[src/sv/rss_pkg.sv]
`timescale 1ns / 1ps
// ----------------------------------------------------------------------------
// rss_pkg
// types, widths and codes shared by the rope stroke stabilizer modules
// ----------------------------------------------------------------------------
package rss_pkg;

    localparam int POS_W    = 16;              // cursor and brush coordinates
    localparam int MAG_W    = POS_W;           // |cursor - brush| per axis
    localparam int RAD_W    = 10;              // rope radius
    localparam int FRAC_W   = 8;               // fraction bits of the distance
    localparam int D2_W     = 2 * MAG_W + 1;   // dx*dx + dy*dy
    localparam int ROOT_W   = 25;              // floor(sqrt(d2 * 2^16))
    localparam int V_W      = 2 * ROOT_W;      // square root radicand
    localparam int REM_W    = ROOT_W + 2;      // square root remainder
    localparam int NUM_W    = ROOT_W;          // multiplier operand a
    localparam int PROD_W   = NUM_W + MAG_W;   // multiplier product
    localparam int NUMER_W  = PROD_W + 1;      // divider dividend
    localparam int DEN_W    = ROOT_W + 1;      // divider divisor
    localparam int QUO_W    = MAG_W;           // divider quotient
    localparam int PADDR_W  = 3;
    localparam int PDATA_W  = 32;

    localparam int MUL_CNT_W  = 4;
    localparam int SQRT_CNT_W = 5;
    localparam int DIV_CNT_W  = 4;
    localparam logic [MUL_CNT_W-1:0]  MUL_LAST  = MUL_CNT_W'(MAG_W - 1);
    localparam logic [SQRT_CNT_W-1:0] SQRT_LAST = SQRT_CNT_W'(ROOT_W - 1);
    localparam logic [DIV_CNT_W-1:0]  DIV_LAST  = DIV_CNT_W'(QUO_W - 1);

    // event codes
    localparam logic [1:0] CMD_PRESS   = 2'd0;
    localparam logic [1:0] CMD_MOVE    = 2'd1;
    localparam logic [1:0] CMD_RELEASE = 2'd2;

    // register index, taken from paddr above the byte lanes
    localparam logic [PADDR_W-3:0] REG_ROPE_RADIUS = '0;

    typedef struct packed {
        logic [1:0]              cmd;
        logic signed [POS_W-1:0] pos_x;
        logic signed [POS_W-1:0] pos_y;
        logic                    select_tool_active;
        logic                    button_held;
    } t_in_word;

    typedef struct packed {
        logic                    rewrite;
        logic signed [POS_W-1:0] out_x;
        logic signed [POS_W-1:0] out_y;
    } t_out_word;

    typedef enum logic [6:0] {
        S_IDLE = 7'b0000001,
        S_SQ_X = 7'b0000010,
        S_SQ_Y = 7'b0000100,
        S_SQRT = 7'b0001000,
        S_MUL  = 7'b0010000,
        S_DIV  = 7'b0100000,
        S_DONE = 7'b1000000
    } t_state;

endpackage

[src/sv/rss_mul.sv]
`timescale 1ns / 1ps
// ----------------------------------------------------------------------------
// rss_mul
// shift-add multiplier, one bit of the b operand per cycle
// ----------------------------------------------------------------------------
module rss_mul (
    input  logic                        i_clk,
    input  logic                        i_rst_n,
    input  logic                        i_start,
    input  logic [rss_pkg::NUM_W-1:0]   i_a,
    input  logic [rss_pkg::MAG_W-1:0]   i_b,
    output logic                        o_done,
    output logic [rss_pkg::PROD_W-1:0]  o_prod
);

    logic [rss_pkg::NUM_W-1:0]     r_a;
    logic [rss_pkg::PROD_W-1:0]    r_acc;
    logic [rss_pkg::PROD_W-1:0]    n_acc;
    logic [rss_pkg::MUL_CNT_W-1:0] r_cnt;
    logic                          r_busy;
    logic                          r_done;
    logic [rss_pkg::NUM_W:0]       w_sum;

    // b sits in the low part of the accumulator and shifts out as the sum grows
    always_comb begin
        w_sum = {1'b0, r_acc[rss_pkg::PROD_W-1:rss_pkg::MAG_W]}
              + (r_acc[0] ? {1'b0, r_a} : '0);
        n_acc = {w_sum, r_acc[rss_pkg::MAG_W-1:1]};
    end

    always_ff @(posedge i_clk) begin
        if (!i_rst_n) begin
            r_busy <= 1'b0;
            r_done <= 1'b0;
            r_cnt  <= '0;
        end else begin
            r_done <= 1'b0;
            if (i_start) begin
                r_busy <= 1'b1;
                r_cnt  <= '0;
            end else if (r_busy) begin
                r_cnt <= r_cnt + 1'b1;
                if (r_cnt == rss_pkg::MUL_LAST) begin
                    r_busy <= 1'b0;
                    r_done <= 1'b1;
                end
            end
        end
    end

    always_ff @(posedge i_clk) begin
        if (i_start) begin
            r_a   <= i_a;
            r_acc <= {{rss_pkg::NUM_W{1'b0}}, i_b};
        end else if (r_busy) begin
            r_acc <= n_acc;
        end
    end

    assign o_done = r_done;
    assign o_prod = r_acc;

endmodule

[src/sv/rss_isqrt.sv]
`timescale 1ns / 1ps
// ----------------------------------------------------------------------------
// rss_isqrt
// digit-by-digit integer square root, one root bit per cycle
// ----------------------------------------------------------------------------
module rss_isqrt (
    input  logic                        i_clk,
    input  logic                        i_rst_n,
    input  logic                        i_start,
    input  logic [rss_pkg::V_W-1:0]     i_v,
    output logic                        o_done,
    output logic [rss_pkg::ROOT_W-1:0]  o_root,
    output logic                        o_rem_zero
);

    logic [rss_pkg::V_W-1:0]        r_v;
    logic [rss_pkg::REM_W-1:0]      r_rem;
    logic [rss_pkg::ROOT_W-1:0]     r_root;
    logic [rss_pkg::SQRT_CNT_W-1:0] r_cnt;
    logic                           r_busy;
    logic                           r_done;
    logic [rss_pkg::REM_W+1:0]      w_cand;
    logic [rss_pkg::REM_W+1:0]      w_trial;
    logic [rss_pkg::REM_W+1:0]      w_diff;
    logic                           w_ge;

    // bring down the next two radicand bits and try 4*root + 1
    always_comb begin
        w_cand  = {r_rem, r_v[rss_pkg::V_W-1 -: 2]};
        w_trial = {2'b00, r_root, 2'b01};
        w_ge    = (w_cand >= w_trial);
        w_diff  = w_cand - w_trial;
    end

    always_ff @(posedge i_clk) begin
        if (!i_rst_n) begin
            r_busy <= 1'b0;
            r_done <= 1'b0;
            r_cnt  <= '0;
        end else begin
            r_done <= 1'b0;
            if (i_start) begin
                r_busy <= 1'b1;
                r_cnt  <= '0;
            end else if (r_busy) begin
                r_cnt <= r_cnt + 1'b1;
                if (r_cnt == rss_pkg::SQRT_LAST) begin
                    r_busy <= 1'b0;
                    r_done <= 1'b1;
                end
            end
        end
    end

    always_ff @(posedge i_clk) begin
        if (i_start) begin
            r_v    <= i_v;
            r_rem  <= '0;
            r_root <= '0;
        end else if (r_busy) begin
            r_v    <= {r_v[rss_pkg::V_W-3:0], 2'b00};
            r_rem  <= w_ge ? w_diff[rss_pkg::REM_W-1:0] : w_cand[rss_pkg::REM_W-1:0];
            r_root <= {r_root[rss_pkg::ROOT_W-2:0], w_ge};
        end
    end

    assign o_done     = r_done;
    assign o_root     = r_root;
    assign o_rem_zero = (r_rem == '0);

endmodule

[src/sv/rss_div.sv]
`timescale 1ns / 1ps
// ----------------------------------------------------------------------------
// rss_div
// restoring divider, one quotient bit per cycle
// ----------------------------------------------------------------------------
module rss_div (
    input  logic                         i_clk,
    input  logic                         i_rst_n,
    input  logic                         i_start,
    input  logic [rss_pkg::NUMER_W-1:0]  i_numer,
    input  logic [rss_pkg::DEN_W-1:0]    i_den,
    output logic                         o_done,
    output logic [rss_pkg::QUO_W-1:0]    o_quo
);

    logic [rss_pkg::DEN_W-1:0]     r_den;
    logic [rss_pkg::DEN_W-1:0]     r_rem;
    logic [rss_pkg::QUO_W-1:0]     r_low;
    logic [rss_pkg::DIV_CNT_W-1:0] r_cnt;
    logic                          r_busy;
    logic                          r_done;
    logic [rss_pkg::DEN_W:0]       w_cand;
    logic [rss_pkg::DEN_W:0]       w_diff;
    logic                          w_ge;

    // quotient is known to fit, so the upper dividend part starts below the divisor
    always_comb begin
        w_cand = {r_rem, r_low[rss_pkg::QUO_W-1]};
        w_ge   = (w_cand >= {1'b0, r_den});
        w_diff = w_cand - {1'b0, r_den};
    end

    always_ff @(posedge i_clk) begin
        if (!i_rst_n) begin
            r_busy <= 1'b0;
            r_done <= 1'b0;
            r_cnt  <= '0;
        end else begin
            r_done <= 1'b0;
            if (i_start) begin
                r_busy <= 1'b1;
                r_cnt  <= '0;
            end else if (r_busy) begin
                r_cnt <= r_cnt + 1'b1;
                if (r_cnt == rss_pkg::DIV_LAST) begin
                    r_busy <= 1'b0;
                    r_done <= 1'b1;
                end
            end
        end
    end

    always_ff @(posedge i_clk) begin
        if (i_start) begin
            r_den <= i_den;
            r_rem <= i_numer[rss_pkg::NUMER_W-1:rss_pkg::QUO_W];
            r_low <= i_numer[rss_pkg::QUO_W-1:0];
        end else if (r_busy) begin
            r_rem <= w_ge ? w_diff[rss_pkg::DEN_W-1:0] : w_cand[rss_pkg::DEN_W-1:0];
            r_low <= {r_low[rss_pkg::QUO_W-2:0], w_ge};
        end
    end

    assign o_done = r_done;
    assign o_quo  = r_low;

endmodule

[src/sv/rope_stroke_stabilizer.sv]
`timescale 1ns / 1ps
// a dragging move goes from acceptance to its word at the output through these steps:
//   two 16-step squares, a 25-step square root, then per axis a 16-step multiply and a
//   16-step divide, each unit adding a start and a hand-back to its steps
// a move that leaves the brush in place ends after the square root; other events use no unit
// one event at a time: the next is taken once the result has entered the output register
// synchronous active-low reset: no stroke, brush at the origin, radius zero (block passive)
// ----------------------------------------------------------------------------
// rope_stroke_stabilizer
// lazy brush: drags a brush point on a rope behind the cursor during a stroke
// ----------------------------------------------------------------------------
module rope_stroke_stabilizer (
    input  logic                          i_clk,
    input  logic                          i_rst_n,
    input  logic                          i_in_valid,
    input  rss_pkg::t_in_word             i_in_data,
    output logic                          o_in_stall,
    output logic                          o_out_valid,
    output rss_pkg::t_out_word            o_out_data,
    input  logic                          i_out_stall,
    input  logic                          psel,
    input  logic                          penable,
    input  logic                          pwrite,
    input  logic [rss_pkg::PADDR_W-1:0]   paddr,
    input  logic [rss_pkg::PDATA_W-1:0]   pwdata,
    output logic [rss_pkg::PDATA_W-1:0]   prdata,
    output logic                          pready
);

    rss_pkg::t_state                   r_state, n_state;
    logic [rss_pkg::RAD_W-1:0]         r_radius, n_radius;
    logic                              r_stroking, n_stroking;
    logic signed [rss_pkg::POS_W-1:0]  r_brush_x, n_brush_x;
    logic signed [rss_pkg::POS_W-1:0]  r_brush_y, n_brush_y;
    logic                              r_mul_start, n_mul_start;
    logic                              r_sqrt_start, n_sqrt_start;
    logic                              r_div_start, n_div_start;
    logic                              r_out_valid, n_out_valid;
    rss_pkg::t_out_word                r_out, n_out;
    logic [rss_pkg::MAG_W-1:0]         r_mag_x, n_mag_x;
    logic [rss_pkg::MAG_W-1:0]         r_mag_y, n_mag_y;
    logic                              r_neg_x, n_neg_x;
    logic                              r_neg_y, n_neg_y;
    logic [rss_pkg::D2_W-1:0]          r_d2, n_d2;
    logic [rss_pkg::ROOT_W-1:0]        r_dq, n_dq;
    logic [rss_pkg::NUM_W-1:0]         r_num, n_num;
    logic [rss_pkg::PROD_W-1:0]        r_prod, n_prod;
    logic                              r_axis, n_axis;
    logic                              r_rw, n_rw;

    logic [rss_pkg::POS_W:0]           w_dx, w_dy, w_ndx, w_ndy;
    logic [rss_pkg::NUM_W-1:0]         w_mul_a;
    logic [rss_pkg::MAG_W-1:0]         w_mul_b;
    logic                              w_mul_done;
    logic [rss_pkg::PROD_W-1:0]        w_prod;
    logic [rss_pkg::V_W-1:0]           w_v;
    logic                              w_sqrt_done;
    logic [rss_pkg::ROOT_W-1:0]        w_root;
    logic                              w_rem_zero;
    logic [rss_pkg::NUMER_W-1:0]       w_numer;
    logic [rss_pkg::DEN_W-1:0]         w_den;
    logic                              w_div_done;
    logic [rss_pkg::QUO_W-1:0]         w_quo;
    logic [rss_pkg::ROOT_W-1:0]        w_thr;
    logic                              w_stay;
    logic [rss_pkg::POS_W:0]           w_step;
    logic [rss_pkg::POS_W:0]           w_base;
    logic [rss_pkg::POS_W:0]           w_new;
    logic                              w_neg;
    logic                              w_cfg_wr;

    // ---- datapath operands --------------------------------------------------

    always_comb begin
        w_dx  = {i_in_data.pos_x[rss_pkg::POS_W-1], i_in_data.pos_x}
              - {r_brush_x[rss_pkg::POS_W-1], r_brush_x};
        w_dy  = {i_in_data.pos_y[rss_pkg::POS_W-1], i_in_data.pos_y}
              - {r_brush_y[rss_pkg::POS_W-1], r_brush_y};
        w_ndx = -w_dx;
        w_ndy = -w_dy;

        case (r_state)
            rss_pkg::S_SQ_Y: begin
                w_mul_a = rss_pkg::NUM_W'(r_mag_y);
                w_mul_b = r_mag_y;
            end
            rss_pkg::S_MUL: begin
                w_mul_a = r_num;
                w_mul_b = r_axis ? r_mag_y : r_mag_x;
            end
            default: begin
                w_mul_a = rss_pkg::NUM_W'(r_mag_x);
                w_mul_b = r_mag_x;
            end
        endcase

        // radicand is d2 in q16, root comes back in q8
        w_v     = {{(rss_pkg::V_W - rss_pkg::D2_W - 2 * rss_pkg::FRAC_W){1'b0}},
                   r_d2, {(2 * rss_pkg::FRAC_W){1'b0}}};
        w_thr   = {{(rss_pkg::ROOT_W - rss_pkg::RAD_W - rss_pkg::FRAC_W){1'b0}},
                   r_radius, {rss_pkg::FRAC_W{1'b0}}};
        // stay when d2 <= r*r: exact via root and remainder of the scaled radicand
        w_stay  = (w_root < w_thr) || ((w_root == w_thr) && w_rem_zero);

        // rounding half away from zero: (2*|d|*num + dq) / (2*dq)
        w_numer = {r_prod, 1'b0} + rss_pkg::NUMER_W'(r_dq);
        w_den   = {r_dq, 1'b0};

        w_neg   = r_axis ? r_neg_y : r_neg_x;
        w_base  = r_axis ? {r_brush_y[rss_pkg::POS_W-1], r_brush_y}
                         : {r_brush_x[rss_pkg::POS_W-1], r_brush_x};
        w_step  = {1'b0, w_quo};
        w_new   = w_neg ? (w_base - w_step) : (w_base + w_step);
    end

    rss_mul u_mul (
        .i_clk   (i_clk),
        .i_rst_n (i_rst_n),
        .i_start (r_mul_start),
        .i_a     (w_mul_a),
        .i_b     (w_mul_b),
        .o_done  (w_mul_done),
        .o_prod  (w_prod)
    );

    rss_isqrt u_isqrt (
        .i_clk      (i_clk),
        .i_rst_n    (i_rst_n),
        .i_start    (r_sqrt_start),
        .i_v        (w_v),
        .o_done     (w_sqrt_done),
        .o_root     (w_root),
        .o_rem_zero (w_rem_zero)
    );

    rss_div u_div (
        .i_clk   (i_clk),
        .i_rst_n (i_rst_n),
        .i_start (r_div_start),
        .i_numer (w_numer),
        .i_den   (w_den),
        .o_done  (w_div_done),
        .o_quo   (w_quo)
    );

    // ---- configuration port -------------------------------------------------

    assign pready   = 1'b1;
    assign w_cfg_wr = psel && penable && pwrite
                   && (paddr[rss_pkg::PADDR_W-1:2] == rss_pkg::REG_ROPE_RADIUS);

    always_comb begin
        if (paddr[rss_pkg::PADDR_W-1:2] == rss_pkg::REG_ROPE_RADIUS) begin
            prdata = rss_pkg::PDATA_W'(r_radius);
        end else begin
            prdata = '0;
        end
    end

    // ---- sequencer ----------------------------------------------------------

    always_comb begin
        n_state      = r_state;
        n_radius     = w_cfg_wr ? pwdata[rss_pkg::RAD_W-1:0] : r_radius;
        n_stroking   = r_stroking;
        n_brush_x    = r_brush_x;
        n_brush_y    = r_brush_y;
        n_mul_start  = 1'b0;
        n_sqrt_start = 1'b0;
        n_div_start  = 1'b0;
        n_out_valid  = r_out_valid && i_out_stall;
        n_out        = r_out;
        n_mag_x      = r_mag_x;
        n_mag_y      = r_mag_y;
        n_neg_x      = r_neg_x;
        n_neg_y      = r_neg_y;
        n_d2         = r_d2;
        n_dq         = r_dq;
        n_num        = r_num;
        n_prod       = r_prod;
        n_axis       = r_axis;
        n_rw         = r_rw;

        case (r_state)
            rss_pkg::S_IDLE: begin
                if (i_in_valid) begin
                    n_rw    = 1'b0;
                    n_state = rss_pkg::S_DONE;
                    if (r_radius != '0) begin
                        case (i_in_data.cmd)
                            rss_pkg::CMD_PRESS: begin
                                if (i_in_data.select_tool_active) begin
                                    n_stroking = 1'b0;
                                end else begin
                                    n_stroking = 1'b1;
                                    n_brush_x  = i_in_data.pos_x;
                                    n_brush_y  = i_in_data.pos_y;
                                end
                            end
                            rss_pkg::CMD_MOVE: begin
                                if (r_stroking && !i_in_data.button_held) begin
                                    n_stroking = 1'b0;
                                end else if (r_stroking) begin
                                    n_neg_x     = w_dx[rss_pkg::POS_W];
                                    n_neg_y     = w_dy[rss_pkg::POS_W];
                                    n_mag_x     = w_dx[rss_pkg::POS_W] ?
                                                  w_ndx[rss_pkg::MAG_W-1:0] :
                                                  w_dx[rss_pkg::MAG_W-1:0];
                                    n_mag_y     = w_dy[rss_pkg::POS_W] ?
                                                  w_ndy[rss_pkg::MAG_W-1:0] :
                                                  w_dy[rss_pkg::MAG_W-1:0];
                                    n_mul_start = 1'b1;
                                    n_state     = rss_pkg::S_SQ_X;
                                end
                            end
                            rss_pkg::CMD_RELEASE: begin
                                if (r_stroking) begin
                                    n_rw       = 1'b1;
                                    n_stroking = 1'b0;
                                end
                            end
                            default: begin
                                n_rw = 1'b0;
                            end
                        endcase
                    end
                end
            end
            rss_pkg::S_SQ_X: begin
                if (w_mul_done) begin
                    n_d2        = w_prod[rss_pkg::D2_W-1:0];
                    n_mul_start = 1'b1;
                    n_state     = rss_pkg::S_SQ_Y;
                end
            end
            rss_pkg::S_SQ_Y: begin
                if (w_mul_done) begin
                    n_d2         = r_d2 + w_prod[rss_pkg::D2_W-1:0];
                    n_sqrt_start = 1'b1;
                    n_state      = rss_pkg::S_SQRT;
                end
            end
            rss_pkg::S_SQRT: begin
                if (w_sqrt_done) begin
                    n_rw = 1'b1;
                    if (w_stay) begin
                        n_state = rss_pkg::S_DONE;
                    end else begin
                        n_dq        = w_root;
                        n_num       = w_root - w_thr;
                        n_axis      = 1'b0;
                        n_mul_start = 1'b1;
                        n_state     = rss_pkg::S_MUL;
                    end
                end
            end
            rss_pkg::S_MUL: begin
                if (w_mul_done) begin
                    n_prod      = w_prod;
                    n_div_start = 1'b1;
                    n_state     = rss_pkg::S_DIV;
                end
            end
            rss_pkg::S_DIV: begin
                if (w_div_done) begin
                    if (r_axis) begin
                        n_brush_y = w_new[rss_pkg::POS_W-1:0];
                        n_state   = rss_pkg::S_DONE;
                    end else begin
                        n_brush_x   = w_new[rss_pkg::POS_W-1:0];
                        n_axis      = 1'b1;
                        n_mul_start = 1'b1;
                        n_state     = rss_pkg::S_MUL;
                    end
                end
            end
            rss_pkg::S_DONE: begin
                // hand the word over once the output register is free
                if (!r_out_valid || !i_out_stall) begin
                    n_out_valid   = 1'b1;
                    n_out.rewrite = r_rw;
                    n_out.out_x   = r_rw ? r_brush_x : '0;
                    n_out.out_y   = r_rw ? r_brush_y : '0;
                    n_state       = rss_pkg::S_IDLE;
                end
            end
            default: begin
                n_state = rss_pkg::S_IDLE;
            end
        endcase
    end

    always_ff @(posedge i_clk) begin
        if (!i_rst_n) begin
            r_state      <= rss_pkg::S_IDLE;
            r_radius     <= '0;
            r_stroking   <= 1'b0;
            r_brush_x    <= '0;
            r_brush_y    <= '0;
            r_mul_start  <= 1'b0;
            r_sqrt_start <= 1'b0;
            r_div_start  <= 1'b0;
            r_out_valid  <= 1'b0;
        end else begin
            r_state      <= n_state;
            r_radius     <= n_radius;
            r_stroking   <= n_stroking;
            r_brush_x    <= n_brush_x;
            r_brush_y    <= n_brush_y;
            r_mul_start  <= n_mul_start;
            r_sqrt_start <= n_sqrt_start;
            r_div_start  <= n_div_start;
            r_out_valid  <= n_out_valid;
        end
    end

    always_ff @(posedge i_clk) begin
        r_out   <= n_out;
        r_mag_x <= n_mag_x;
        r_mag_y <= n_mag_y;
        r_neg_x <= n_neg_x;
        r_neg_y <= n_neg_y;
        r_d2    <= n_d2;
        r_dq    <= n_dq;
        r_num   <= n_num;
        r_prod  <= n_prod;
        r_axis  <= n_axis;
        r_rw    <= n_rw;
    end

    assign o_in_stall  = (r_state != rss_pkg::S_IDLE);
    assign o_out_valid = r_out_valid;
    assign o_out_data  = r_out;

endmodule
[config.mk]
export PLATFORM = sky130hd
export DESIGN_NAME = rope_stroke_stabilizer
export DESIGN_NICKNAME = d
export VERILOG_FILES = /design/src/sv/rss_pkg.sv /design/src/sv/rss_mul.sv /design/src/sv/rss_isqrt.sv /design/src/sv/rss_div.sv /design/src/sv/rope_stroke_stabilizer.sv
export SDC_FILE = /design/constraint.sdc
export NUM_CORES = 1
export LEC_CHECK = 0
export BUFFER_PORTS_ARGS = -buffer_cell sky130_fd_sc_hd__buf_2
export CAP_MARGIN = 5
export CORE_AREA = 2 2 273 275
export DETAILED_ROUTE_END_ITERATION = 16
export DIE_AREA = 0 0 275 277
export GPL_ROUTABILITY_DRIVEN = 0
export SYNTH_ARGS = -nofsm -noshare
export SYNTH_HDL_FRONTEND = slang
export SYNTH_SLANG_ARGS = --single-unit
[constraint.sdc]
create_clock -name i_clk -period 10.9 [get_ports i_clk]
set_input_delay 1.09 -clock i_clk [delete_from_list [all_inputs] [get_ports i_clk]]
set_output_delay 1.09 -clock i_clk [all_outputs]
set_load 0.03 [all_outputs]
After elaboration in Yosys (flattened, before gate mapping)
Index checks and enable logic that the tools add are counted.
{"block": "totals", "out_inout_bits": 68, "elab_cells": 223, "ff_bits": 485, "in_bits": 78}
{"block": "classes", "n_eq_ne": 28, "order_cmp": 3, "bitwise_logic": 7, "addsub": 15, "muxes": 88, "n_reduce_logical": 41}
{"cell": "two-way mux 16 bit", "n": 21}
{"cell": "two-way mux 49 bit", "n": 2}
{"cell": "one-hot mux 16 bit (2 select lines)", "n": 3}
{"cell": "two-way mux 7 bit", "n": 13}
{"cell": "two-way mux 26 bit", "n": 3}
{"cell": "two-way mux 33 bit", "n": 2}
{"cell": "one-hot mux 33 bit (2 select lines)", "n": 1}
{"cell": "one-hot mux 25 bit (2 select lines)", "n": 1}
{"cell": "one-hot mux 7 bit (7 select lines)", "n": 1}
{"cell": "adder 42 x 25 -> 42 bit", "n": 1}
{"cell": "two-way mux 1 bit", "n": 34}
{"cell": "subtractor 16 x 16 -> 17 bit", "n": 2}
{"cell": "adder 33 bit", "n": 1}
{"cell": "negator 16 bit", "n": 2}
{"cell": ">= comparator 29 x 27 -> 1 bit", "n": 1}
{"cell": ">= comparator 27 x 26 -> 1 bit", "n": 1}
{"cell": "logical NOT 27 bit", "n": 1}
{"cell": "two-way mux 27 bit", "n": 1}
{"cell": "subtractor 27 bit", "n": 1}
{"cell": "adder 25 x 25 -> 26 bit", "n": 1}
{"cell": "subtractor 26 bit", "n": 1}
{"cell": "== test 25 x 18 -> 1 bit", "n": 1}
{"cell": "less-than comparator 25 x 18 -> 1 bit", "n": 1}
{"cell": "two-way mux 25 bit", "n": 1}
{"cell": "39 further kinds", "n": 85}

Longest topological paths before layout
{"block": "depth", "ltp_word": 7, "ltp_mapped": 16, "depth_no_buf": 15}

Modules after synthesis
A second synthesis with hierarchy kept.
{"block": "hier_totals", "hier_cells": 3126, "hier_area_um2": 31144.9}
{"mod": "rope_stroke_stabilizer", "area_each_um2": 16348.2, "instances": 1, "cells_each": 1746}
{"mod": "rss_isqrt", "area_each_um2": 6214.7, "instances": 1, "cells_each": 607}
{"mod": "rss_div", "area_each_um2": 4604.4, "instances": 1, "cells_each": 391}
{"mod": "rss_mul", "area_each_um2": 3977.6, "instances": 1, "cells_each": 382}

Worst setup path after synthesis
Ideal clock, no wire load.
{"block": "synth_timing", "path_kind": "input -> register", "from": "input i_in_data[2] (netlist bit)", "to": "register r_mag_y[15] (netlist bit) (data pin)", "arrival_ns": 3.721, "path_stages": 14, "slack_ns": 6.920, "n_path_buf": 0, "t_required_ns": 10.640, "path_cell_list": "inv_1 ha_1 inv_1 fa_1 a21o_1 a31oi_1 o21bai_1 a21oi_1 xnor2_1 inv_1 or4b_1 and4bb_1 a31oi_1 xnor2_1"}
{"block": "synth_between", "elab_chain_cells": 3}
{"item": "start, declared", "line": "rope_stroke_stabilizer.sv:16", "rtl": "input rss_pkg::t_in_word i_in_data,"}
{"item": "subtractor 16 x 16 -> 17 bit (*)", "line": "rope_stroke_stabilizer.sv:78", "rtl": "- {r_brush_y[rss_pkg::POS_W-1], r_brush_y};"}
{"item": "negator 16 bit", "line": "rope_stroke_stabilizer.sv:80", "rtl": "w_ndy = -w_dy;"}
{"item": "two-way mux 16 bit (*)", "line": "rope_stroke_stabilizer.sv:209", "rtl": "n_mag_y = w_dy[rss_pkg::POS_W] ?"}
{"item": "end signal, assigned", "line": "rope_stroke_stabilizer.sv:320", "rtl": "r_mag_y <= n_mag_y;"}
{"item": "end, declared", "line": "rope_stroke_stabilizer.sv:41", "rtl": "logic [rss_pkg::MAG_W-1:0] r_mag_y, n_mag_y;"}
Every way passes the cells marked *; elsewhere a longest branch is shown, timed or not.
A chain may end at the register's enable or synchronous reset.

Final worst setup path
{"block": "layout_timing", "from": "register r_axis", "to": "register r_brush_y[15] (netlist bit)"}
{"block": "layout_between", "elab_chain_cells": 6, "elab_cells_between_ends": 10, "classes_between": "add/sub (2); eq/ne (1); mux (6); reduce/logical (1)"}
{"item": "start, declared", "line": "rope_stroke_stabilizer.sv:48", "rtl": "logic r_axis, n_axis;"}
{"item": "start signal, assigned", "line": "rope_stroke_stabilizer.sv:327", "rtl": "r_axis <= n_axis;"}
{"item": "two-way mux 16 bit", "line": "rope_stroke_stabilizer.sv:110", "rtl": "w_base = r_axis ? {r_brush_y[rss_pkg::POS_W-1], r_brush_y}"}
{"item": "adder 16 bit / subtractor 16 bit (equally long branches)", "line": "rope_stroke_stabilizer.sv:113", "rtl": "w_new = w_neg ? (w_base - w_step) : (w_base + w_step);"}
{"item": "two-way mux 16 bit", "line": "rope_stroke_stabilizer.sv:113"}
{"item": "two-way mux 16 bit", "line": "rope_stroke_stabilizer.sv:266", "rtl": "if (r_axis) begin"}
{"item": "two-way mux 16 bit", "line": "rope_stroke_stabilizer.sv:265", "rtl": "if (w_div_done) begin"}
{"item": "one-hot mux 16 bit (2 select lines)", "line": "rope_stroke_stabilizer.sv:184", "rtl": "case (r_state)"}
{"item": "end signal, assigned", "line": "rope_stroke_stabilizer.sv:309", "rtl": "r_brush_y <= n_brush_y;"}
{"item": "end, declared", "line": "rope_stroke_stabilizer.sv:34", "rtl": "logic signed [rss_pkg::POS_W-1:0] r_brush_y, n_brush_y;"}
Parallel ways exist; a longest one is shown, timed or not. The select of a mux whose other input is x is not followed.

==> flow_metrics.tcl <==
set metrics [dict create \
    grt_overflow 0 \
    rsz0062_at_grt "false" \
    r2r_slack_ns 6.61 \
    yosys.area_share.simple 0.1507 \
    synth-edff-count 326 \
    grt_pass1_wl_um 118400 \
    synth_xor_xnor_area_share 0.06833 \
    grt.total_usage 0.1975 \
    crit_slowest_cell "a2111oi_1" \
    synth-seq-area-share 0.4403 \
    timing.fmax_mhz 233.2 \
    tritoncts "built" \
    report.final.hold_viol_count 0 \
    avgSynthCellArea_sq_um 9.738 \
    fp.dieH_um 277 \
    muxShareOfSynthArea 0.04205 \
    syn_inst 2988 \
    r2r-end "r_brush_y[15]" \
    cts-root-buf "clkbuf_16" \
    postLayoutCellArea_sq_um 32360 \
    status "completed" \
    routed_wl_um 76570 \
    yosys-top-cells-count "edfxtp_1 (326), nor2_1 (298), nand2_1 (275)" \
    clk_latency_ns 0.62 \
    tightest_slew_ns 1.106 \
    yosys_most_used_dff "edfxtp_1" \
    worst-path-buf-inv 1 \
    max-cap-violations 0 \
    fin_util 0.4399 \
    dr.pass1.iters 5 \
    grt_antenna_before_repair 2 \
    synth_top_family_by_area "compound AO/OA/AOI/OAI gates" \
    area_delta_synth_final_pct 11.23 \
    critical_path.max_stage_delay_ns 0.57 \
    holdBufCountCts 0 \
    yosysMostFrequentCell "edfxtp_1" \
    min_from "r_radius[8]" \
    drc 0 \
    path_cells "buf_4, mux2i_1, nor2_1, a21oi_1, ha_1, nor2b_1, o21ai_0, a21boi_1, o211ai_1, a2111oi_1, nor3_1, o41ai_1, xnor2_1, nor2_1, o221a_2" \
    start_util 0.3955 \
    grt_max_degree 73 \
    synth.top_cell.area_share 0.3364 \
    placementRows 100 \
    die_area_sq_um 76180 \
    wl_per_cell_um 18.80 \
    hold_end "r_radius[8]" \
    grt_pass1_vias 20390 \
    min_period_ns 4.288 \
    cts-htree-levels 2 \
    num-nets-final 3344 \
    power.leakage_nw 12.81 \
    fin_tns_setup_ns 0 \
    critPathLaunchType "register" \
    final_layout_size_suffix_gt1_frac 0.09278 \
    synth_adder_area_share 0.09150 \
    die_w_um 275 \
    path_clk_slew_ns 0.06 \
    ys_types 88 \
    timing.rr.start "r_axis" \
    postPlaceCellArea_sq_um 30500 \
    synth-seq-cells 477 \
    core_area_sq_um 73570 \
    ir_drop_mv 0.1266 \
    route.antenna.remaining_nets 0 \
    port_buffers 98 \
    clock_skew_ns 0.02953 \
    viasPerCell 5.389 \
    critical_path_class "register to register" \
    r2r_cells 15 \
    diodes 0 \
    crit_top_cell "nor2_1" \
    maxSlewHeadroom 0.2627 \
    post-route-period-util 0.3934 \
    setup_violations 0 \
    synth_compound_area_frac 0.1663 \
    ys_warn_count 0 \
    post_cts_resized 0 \
    ys_async_sr_fraction 0 \
    crit_path_max_fanout 37 \
    hpwlAfterDp_um 57460 \
    hp-class "register to register" \
    yosys.area.top_type "edfxtp_1" \
    dr_total_vias 21950 \
    cts_buffers 54 \
    end_kind "register" \
    clockBufferDepth 3 \
    drt-initial-drc-count 1837 \
    powerDensity_nw_per_um2 136.8 \
    maxSlewViolCount 0 \
    synth.area.top_cells "edfxtp_1 (34%), dfxtp_1 (10%), ha_1 (8.6%)" \
    crit_family "compound AO/OA/AOI/OAI gates" \
    postCtsSetupBuffers 0 \
    hold_depth 2 \
    netlist_area_sq_um 29100 \
    critical_path_arrival_ns 4.78 \
    clock_sinks 477 \
    ios 146 \
    required_ns 11.39 \
]
==> cell families after synthesis <==
logic type | count (synthesis)
buffers and inverters | 285
AND/OR/NAND/NOR | 928
multiplexers | 117
XOR/XNOR | 227
flip-flops | 477
other | 2
adder cells (fa/ha/maj) | 208
AO/OA/AOI/OAI | 744
==> per-layer routing <==
layer,part of all wire,global-route usage,up-vias
li1,-,-,10920
met1,0.48,0.2889,10430
met2,0.45,0.3118,513
met3,0.053,0.02610,87
met4,0.016,0.03825,0
met5,0,0,-
==> registers in the layout (all words and copies together), names as in the netlist, 4 cells and up <==
signal	flops
u_div.r_rem	26
r_dq	25
r_state	7
u_div.o_quo	16
u_div.r_cnt	4
r_prod	41
r_radius	10
u_isqrt.r_v	34
u_isqrt.r_rem	27
r_num	17
u_div.r_den	25
u_mul.o_prod	41
r_brush_x	16
r_mag_y	16
r_d2	33
o_out_data	33
r_mag_x	16
r_brush_y	16
u_mul.r_a	25
u_mul.r_cnt	4
u_isqrt.o_root	25
u_isqrt.r_cnt	5
==> worst register-to-register path: stages (launching register included) <==
cell       delay, ns
edfxtp_1        0.32
buf_4           0.36
mux2i_1         0.52
nor2_1          0.08
a21oi_1         0.40
ha_1            0.19
nor2b_1         0.12
o21ai_0         0.11
a21boi_1        0.25
o211ai_1        0.18
a2111oi_1       0.57
nor3_1          0.16
o41ai_1         0.44
xnor2_1         0.16
nor2_1          0.07
o221a_2         0.26
==> cells in the final DEF (no fill, tap or decap), types with 15 or more instances in the layout <==
cell type,Yosys,final
a211oi_1,74,74
a21o_1,82,82
a21oi_1,190,189
a22oi_1,17,17
a31oi_1,49,49
and2_1,76,75
and3_1,20,19
buf_2,2,98
buf_4,23,19
clkbuf_16,0,55
conb_1,2,23
dfxtp_1,151,146
edfxtp_1,326,326
ha_1,200,200
inv_1,157,157
mux2_2,42,42
mux2i_1,75,75
nand2_1,275,275
nand2b_1,21,21
nand3_1,36,36
nand4_1,25,25
nor2_1,298,297
nor2b_1,32,32
nor3_1,51,51
o211ai_1,16,16
o21a_1,33,33
o21ai_0,132,132
o21ai_1,15,15
o21bai_1,19,19
o31ai_1,15,15
xnor2_1,145,145
xor2_1,82,82
==> worst max-delay path by stage <==
stage,from,depth (start not counted),slack (ns),end
after floorplan,i_in_data[2],14,6.92,r_mag_y[15]
after global placement,i_in_data[18],16,6.40,r_mag_x[15]
after detailed placement,i_in_data[18],16,6.39,r_mag_x[15]
after CTS,r_axis,15,6.64,r_brush_y[15]
after global routing,r_axis,15,6.10,r_brush_y[15]
final,r_axis,15,6.61,r_brush_y[15]
==> final cells by class <==
type	count	area (sq um)
fill	7093	41210
multi-input combinational	2247	15220
sequential	477	12830
clock buffer	74	1498
tap	969	1212
timing repair buffer	117	633.1
inverter	161	604.3
clock inverter	28	371.6
==> power by group <==
part,internal [mW],leakage (nW),switching (mW)
Clock,1.15,0.917,0.769
Sequential,1.96,4.32,0.0507
Combinational,0.206,7.57,0.286
==> through the flow <==
step	power, mW	hold slack [ns]	worst slack [ns]	instances
after global routing	4.593	0.4724	6.099	4073
after floorplan	2.424	0.4334	6.920	3009
after CTS	4.464	0.4631	6.644	4073
after global placement	2.537	0.4445	6.401	3971
after detailed placement	2.539	0.4539	6.391	3971
final	4.427	0.4634	6.612	4073
Power figures use the tool's default switching activity.
